**src/rtl/core/scir_pkg.sv**
```systemverilog
// Shared widths, register indexes, field widths and calibration phases for the index remap core.
package scir_pkg;

  localparam int IDX_W     = 32;
  localparam int SPR_W     = 16;
  localparam int CFG_W     = 32;
  localparam int CFG_IDX_W = 3;
  localparam int DIV_CNT_W = $clog2(IDX_W);

  typedef enum logic [CFG_IDX_W-1:0] {
    REG_BASE   = 3'd0,
    REG_SPR    = 3'd1,
    REG_PIN_EN = 3'd2,
    REG_PINNED = 3'd3
  } reg_index_t;

  typedef enum logic [1:0] {
    PHASE_NONE   = 2'd0,
    PHASE_ORIGIN = 2'd1,
    PHASE_STRIDE = 2'd2,
    PHASE_SPARE  = 2'd3
  } calib_phase_t;

endpackage

```
**src/rtl/core/self_calibrating_index_remap_core.sv**
```systemverilog
// Self-calibrating index remap: origin and stride learning, serial divide, mapping.
//
// One raw index is taken per request transfer (req_valid high, req_stall low)
// and one result leaves per response transfer (rsp_valid high, rsp_stall low),
// carrying the mapped index, the block number and the block offset.
// The first index after reset or a session rewrite becomes the origin, and the
// first later index that differs sets the stride.
// With the stride known, an item passes from request transfer to rsp_valid
// through calibration, the restoring divider (one quotient bit a cycle through
// a single shared subtractor), a multiply step and an add step, and rsp_valid
// is registered on leaving the add step. Before the stride is known the divider
// is skipped. req_stall is high while an item is in flight, so one item is
// handled at a time; a finished result waits in the output register and the
// next item is taken meanwhile, but a new item is never taken before the last
// one has left the add step. A result that meets a stalled output waits in the
// add step until the register is free.
// Configuration writes through cfg_we, cfg_index and cfg_data are taken at
// once and must only come while the block is idle. Writing the schedule base
// or a non-zero slots per round clears calibration.
// A synchronous reset clears calibration, the registers to their defaults and
// the output register; no clearing pass is needed.
module self_calibrating_index_remap_core (
  input  logic                             clk,
  input  logic                             rst,
  input  logic                             cfg_we,
  input  logic [scir_pkg::CFG_IDX_W-1:0]   cfg_index,
  input  logic [scir_pkg::CFG_W-1:0]       cfg_data,
  input  logic                             req_valid,
  output logic                             req_stall,
  input  logic [scir_pkg::IDX_W-1:0]       raw_index,
  output logic                             rsp_valid,
  input  logic                             rsp_stall,
  output logic [scir_pkg::IDX_W-1:0]       mapped_index,
  output logic [scir_pkg::IDX_W-1:0]       block_number,
  output logic [scir_pkg::IDX_W-1:0]       block_offset
);

  typedef enum logic [4:0] {
    ST_IDLE = 5'b00001,
    ST_CAL  = 5'b00010,
    ST_DIV  = 5'b00100,
    ST_MUL  = 5'b01000,
    ST_ADD  = 5'b10000
  } state_t;

  state_t                          state;
  state_t                          state_next;
  scir_pkg::calib_phase_t          phase;
  logic [scir_pkg::IDX_W-1:0]      origin;
  logic [scir_pkg::IDX_W-1:0]      stride;
  logic [scir_pkg::IDX_W-1:0]      sched_base;
  logic [scir_pkg::SPR_W-1:0]      slots_per_round;
  logic                            pin_enable;
  logic [scir_pkg::IDX_W-1:0]      pinned_index;
  logic [scir_pkg::IDX_W-1:0]      raw_q;
  logic [scir_pkg::IDX_W-1:0]      quot;
  logic [scir_pkg::IDX_W-1:0]      rem;
  logic [scir_pkg::IDX_W-1:0]      prod;
  logic [scir_pkg::DIV_CNT_W-1:0]  div_cnt;
  logic [scir_pkg::IDX_W:0]        sub_a;
  logic [scir_pkg::IDX_W:0]        sub_b;
  logic [scir_pkg::IDX_W+1:0]      sub_res;
  logic                            sub_borrow;
  logic [scir_pkg::IDX_W-1:0]      rel;
  logic [scir_pkg::IDX_W-1:0]      stride_next;
  logic [scir_pkg::IDX_W+scir_pkg::SPR_W-1:0] prod_full;
  logic                            req_xfer;
  logic                            out_free;
  logic                            session_clear;

  assign req_xfer  = req_valid && !req_stall;
  assign req_stall = (state != ST_IDLE);
  assign out_free  = !rsp_valid || !rsp_stall;

  assign session_clear = cfg_we && ((cfg_index == scir_pkg::REG_BASE) ||
                         ((cfg_index == scir_pkg::REG_SPR) &&
                          (cfg_data[scir_pkg::SPR_W-1:0] != '0)));

  always_comb begin
    if (state == ST_DIV) begin
      sub_a = {rem, quot[scir_pkg::IDX_W-1]};
      sub_b = {1'b0, stride};
    end else begin
      sub_a = {1'b0, raw_q};
      sub_b = {1'b0, origin};
    end
  end

  assign sub_res    = {1'b0, sub_a} - {1'b0, sub_b};
  assign sub_borrow = sub_res[scir_pkg::IDX_W+1];

  always_comb begin
    rel         = (phase == scir_pkg::PHASE_NONE) ? '0 : sub_res[scir_pkg::IDX_W-1:0];
    stride_next = stride;
    if ((phase == scir_pkg::PHASE_ORIGIN) && (rel != '0)) begin
      stride_next = rel;
    end
  end

  assign prod_full = quot * slots_per_round;

  always_comb begin
    state_next = state;
    unique case (state)
      ST_IDLE: begin
        if (req_xfer) begin
          state_next = ST_CAL;
        end
      end
      ST_CAL: begin
        state_next = (stride_next == '0) ? ST_MUL : ST_DIV;
      end
      ST_DIV: begin
        if (div_cnt == scir_pkg::DIV_CNT_W'(scir_pkg::IDX_W - 1)) begin
          state_next = ST_MUL;
        end
      end
      ST_MUL: begin
        state_next = ST_ADD;
      end
      ST_ADD: begin
        if (out_free) begin
          state_next = ST_IDLE;
        end
      end
      default: begin
        state_next = ST_IDLE;
      end
    endcase
  end

  always_ff @(posedge clk) begin
    if (rst) begin
      state <= ST_IDLE;
    end else begin
      state <= state_next;
    end
  end

  always_ff @(posedge clk) begin
    if (rst) begin
      sched_base      <= '0;
      slots_per_round <= scir_pkg::SPR_W'(1);
      pin_enable      <= 1'b0;
      pinned_index    <= '0;
    end else if (cfg_we) begin
      unique case (cfg_index)
        scir_pkg::REG_BASE: begin
          sched_base <= cfg_data[scir_pkg::IDX_W-1:0];
        end
        scir_pkg::REG_SPR: begin
          if (cfg_data[scir_pkg::SPR_W-1:0] != '0) begin
            slots_per_round <= cfg_data[scir_pkg::SPR_W-1:0];
          end
        end
        scir_pkg::REG_PIN_EN: begin
          pin_enable <= cfg_data[0];
        end
        scir_pkg::REG_PINNED: begin
          pinned_index <= cfg_data[scir_pkg::IDX_W-1:0];
        end
        default: begin
        end
      endcase
    end
  end

  always_ff @(posedge clk) begin
    if (rst || session_clear) begin
      phase  <= scir_pkg::PHASE_NONE;
      origin <= '0;
      stride <= '0;
    end else if (state == ST_CAL) begin
      if (phase == scir_pkg::PHASE_NONE) begin
        origin <= raw_q;
        phase  <= scir_pkg::PHASE_ORIGIN;
      end else if ((phase == scir_pkg::PHASE_ORIGIN) && (rel != '0)) begin
        stride <= stride_next;
        phase  <= scir_pkg::PHASE_STRIDE;
      end
    end
  end

  always_ff @(posedge clk) begin
    if (req_xfer) begin
      raw_q <= raw_index;
    end
    case (state)
      ST_CAL: begin
        div_cnt <= '0;
        if (stride_next == '0) begin
          quot <= '0;
          rem  <= rel;
        end else begin
          quot <= rel;
          rem  <= '0;
        end
      end
      ST_DIV: begin
        div_cnt <= div_cnt + scir_pkg::DIV_CNT_W'(1);
        if (sub_borrow) begin
          rem  <= sub_a[scir_pkg::IDX_W-1:0];
          quot <= {quot[scir_pkg::IDX_W-2:0], 1'b0};
        end else begin
          rem  <= sub_res[scir_pkg::IDX_W-1:0];
          quot <= {quot[scir_pkg::IDX_W-2:0], 1'b1};
        end
      end
      ST_MUL: begin
        prod <= prod_full[scir_pkg::IDX_W-1:0];
      end
      default: begin
      end
    endcase
  end

  always_ff @(posedge clk) begin
    if (rst) begin
      rsp_valid <= 1'b0;
    end else if ((state == ST_ADD) && out_free) begin
      rsp_valid <= 1'b1;
    end else if (!rsp_stall) begin
      rsp_valid <= 1'b0;
    end
  end

  always_ff @(posedge clk) begin
    if ((state == ST_ADD) && out_free) begin
      mapped_index <= pin_enable ? pinned_index : (sched_base + prod + rem);
      block_number <= quot;
      block_offset <= rem;
    end
  end

endmodule

```
**config.mk**
```make
export PLATFORM = sky130hd
export DESIGN_NAME = self_calibrating_index_remap_core
export DESIGN_NICKNAME = d
export VERILOG_FILES = /design/src/rtl/core/scir_pkg.sv /design/src/rtl/core/self_calibrating_index_remap_core.sv
export SDC_FILE = /design/constraint.sdc
export NUM_CORES = 2
export LEC_CHECK = 0
export BUFFER_PORTS_ARGS = -buffer_cell sky130_fd_sc_hd__buf_4
export CORE_ASPECT_RATIO = 0.5
export CORE_MARGIN = 2
export CORE_UTILIZATION = 45
export CTS_CLUSTER_DIAMETER = 80
export DETAILED_ROUTE_END_ITERATION = 6
export SYNTH_ARGS = -nofsm -noshare
export SYNTH_HDL_FRONTEND = slang
export SYNTH_SLANG_ARGS = --single-unit
```
**constraint.sdc**
```tcl
create_clock -name clk -period 7.8 [get_ports clk]
set_input_delay 0 -clock clk [delete_from_list [all_inputs] [get_ports clk]]
set_output_delay 0 -clock clk [all_outputs]
set_load 0.03 [all_outputs]
```
==> reports/results.ini <==
[logic_synthesis]
synth.cells.most_frequent = sky130_fd_sc_hd__nand2_1, sky130_fd_sc_hd__inv_1, sky130_fd_sc_hd__fa_1
synth.area.top_cells = sky130_fd_sc_hd__edfxtp_1, sky130_fd_sc_hd__fa_1, sky130_fd_sc_hd__dfxtp_1
synth_nets = 3714
yosysWarningCount = 0
synth_async_sr_flop_share_pct = 0
number_of_flip_flops_and_latches_in_the_synthesized_netlist = 382
netlist_area_um2 = 30300
sequential_share_of_the_synthesized_area_pct = 32.8
synth_flop_cell = sky130_fd_sc_hd__edfxtp_1
synth_edf_count = 229
post_synth.cell_area_avg_um2 = 9.56
synth_unique_cells = 85
yosysMostFrequentCell = sky130_fd_sc_hd__nand2_1
yosys.area.top_type = sky130_fd_sc_hd__edfxtp_1
yosys.area.top_type_share_pct = 22.7
synth_cells = 3175

[grt]
grt_antenna_before_repair = 1
grt.overflow.total = 0
first_global_vias = 23000
track_usage_pct = 27.2
largest_net_degree_at_the_start_of_global_routing = 68
first_pass_grt_wire_length_um = 144000

[layout]
final-seq-area_um2 = 9940
layout.nets = 3901
multi_input_comb_area_um2 = 18300
fin_cells = 4287
area_growth_pct = 14.0
final_design_area_no_fill_um2 = 34600
post_route_cells_drive_above_1_share_pct = 10.7
antennaDiodeCount = 0
final.fill_count = 6192
final_design_utilization_pct = 51.8

[critical_path]
critPathKind = reg2reg
reg2reg_depth = 24
end_kind = register
ff2ff_setup_slack_ns = 0.61
worst_setup_start_kind = register
cp_max_fo = 17
critical_path_arrival_ns = 7.47
cp_data_required_time_ns = 8.08

[route]
detailroute.via_count = 23600
antenna_left = 0
routed_via_density = 5.51
totalWireLength_um = 94200
detail_route.iter0.violations = 2462
drc = 0
wire_per_inst_um = 22.0
detailed_routing_iteration_count_for_the_pre_antenna_repair_pass = 5

[sta]
timing.final.ws_setup_ns = 0.612
totalNegativeSetupSlack_ns = 0
timing.fmax_ghz = 0.139
worstMarginPinSlew_ns = 1.18
finalMaxSlewViolations = 0
setup_repair_after_global_routing_missed_its_margin = false
timing_hold_violations_final = 0
layout_min_cycle_time_ns = 7.19
slew-limit-headroom_pct = 21.4
timing.final.setup_violations = 0
layout_worst_path_cycle_share_pct = 92.2
hold_ws_ns = 0.156
clock-skew-final_ns = 0.0197

[clock_network]
clkSinkCount = 382
cts_tree = done
clkTransAtPathRegs_ns = 0.06
worstSkewPairLatency_ns = 0.56
cts_max_level = 2
clock-root-buffer = sky130_fd_sc_hd__clkbuf_16
cts-root-to-sink-buffers = 3
cts_buffers = 39

[place]
place_hpwl_um = 70900
post-place-ws_ns = 0.706
placement.io_buffers = 169
place.gp.congestion = 0.953
dpl-instance-area_um2 = 32600
inst_count_dp = 4145

[power]
power.leakage_nw = 14.2
total_power_mw = 7.40
powerDensity_nw_per_um2 = 214
worst_ir_drop_vdd_uv = 138

[hold_path]
type_of_the_worst_min_delay_path = in2reg
holdPathStages = 2

[die]
die_ar_um2 = 69600
die_h_um = 188
boundaryPins = 170
floorplan.rows = 67
core_box_area_um2 = 66800
die_width_um = 371
start_util_pct = 45.4

[job]
timing.max_cap.violations = 0

[outcome]
status = completed

## what timing repair did
| item | 4_1_cts | 5_1_grt |
|---|---|---|
| hold buffers | 73 | 0 |
| endpoints found under the hold margin | 117 | 0 |
| buffers inserted | 0 | 0 |
| resized for setup | 0 | 0 |
## layout make-up
cell class | instances | area share, %
clock inverters | 14 | 0.398
clock buffers | 55 | 3.23
inverters | 382 | 4.15
multi-input cells | 2251 | 53.1
flip-flops and latches | 382 | 28.8
repair buffers | 306 | 7.17
well taps | 897 | 3.25
## worst max-delay path, stage by stage, from the launching register on
cell and delay (ns):
sky130_fd_sc_hd__dfxtp_1 0.75, sky130_fd_sc_hd__buf_4 0.38, sky130_fd_sc_hd__nand2_1 0.12, sky130_fd_sc_hd__fa_1 0.55, sky130_fd_sc_hd__inv_1 0.05, sky130_fd_sc_hd__fa_1 0.57
sky130_fd_sc_hd__fa_1 0.46, sky130_fd_sc_hd__fa_1 0.56, sky130_fd_sc_hd__inv_1 0.05, sky130_fd_sc_hd__fa_1 0.46, sky130_fd_sc_hd__fa_1 0.49, sky130_fd_sc_hd__inv_1 0.04
sky130_fd_sc_hd__ha_1 0.32, sky130_fd_sc_hd__a21o_1 0.17, sky130_fd_sc_hd__a21oi_1 0.32, sky130_fd_sc_hd__o21a_1 0.20, sky130_fd_sc_hd__a311oi_1 0.06, sky130_fd_sc_hd__buf_4 0.19
sky130_fd_sc_hd__o21ai_0 0.26, sky130_fd_sc_hd__a31oi_1 0.16, sky130_fd_sc_hd__o21ai_0 0.16, sky130_fd_sc_hd__nand2b_1 0.11, sky130_fd_sc_hd__a21o_1 0.18, sky130_fd_sc_hd__a21oi_1 0.17
sky130_fd_sc_hd__xnor2_1 0.10
## cell usage in the layout, fill, tap and decap left out, drive strengths merged, types with 6 or more instances in the layout
cell,instances
and3,14
mux2,9
o21ai,117
o31a,6
nand4,7
edfxtp,229
nand3b,6
inv,382
ha,130
o31ai,10
dfxtp,153
buf,233
nand3,41
nand2b,15
o211ai,15
or3,7
clkinv,11
xor2,37
and2,120
o21a,19
fa,337
a21o,34
nor2,95
a211oi,15
o21bai,12
dlygate4sd3,73
a31oi,10
nand2,695
nor4,18
mux2i,81
nor2b,10
o22ai,26
clkbuf,55
xnor2,70
nor3,23
a21oi,199
## final timing paths
check | startpoint | end
max | slots_per_round[1] | prod[31]
min | raw_index[14] | raw_q[14]
max reg2reg | slots_per_round[1] | prod[31]
min reg2reg | pinned_index[18] | pinned_index[18]
## where the power goes
| group | switching (mW) | internal, mW |
|---|---|---|
| registers | 0.235 | 2.40 |
| clock network | 0.838 | 1.07 |
| logic | 1.84 | 1.02 |
| total | 2.91 | 4.49 |
## routing by layer
layer / wire length [um] / global-route usage [%] / vias up / part of all wire (%)
met1: 42400 / 40.9 / 11800 / 45
met3: 8630 / 5.55 / 98 / 9.2
met5: 0 / 0 / - / 0
met2: 41800 / 40.9 / 959 / 44
met4: 1410 / 4.48 / 0 / 1.5
li1: - / - / 10800 / -
## logic make-up after synthesis
| group | share of synthesized area (%) |
|---|---|
| AO/OA/AOI/OAI | 11.2 |
| XOR/XNOR | 3.09 |
| adder cells (fa/ha/maj) | 27.6 |
| buffers and inverters | 6.90 |
| flip-flops | 32.8 |
| multiplexers | 3.01 |
| AND/OR/NAND/NOR | 15.4 |
## state kept, by name, summed over array words and instances (netlist names)
signal,count
block_number,32
block_offset,32
mapped_index,32
origin,32
pinned_index,32
prod,32
quot,32
raw_q,32
rem,32
sched_base,32
stride,32
slots_per_round,16
div_cnt,5
state,5
phase,2
pin_enable,1
rsp_valid,1
Power figures use the tool's default switching activity.
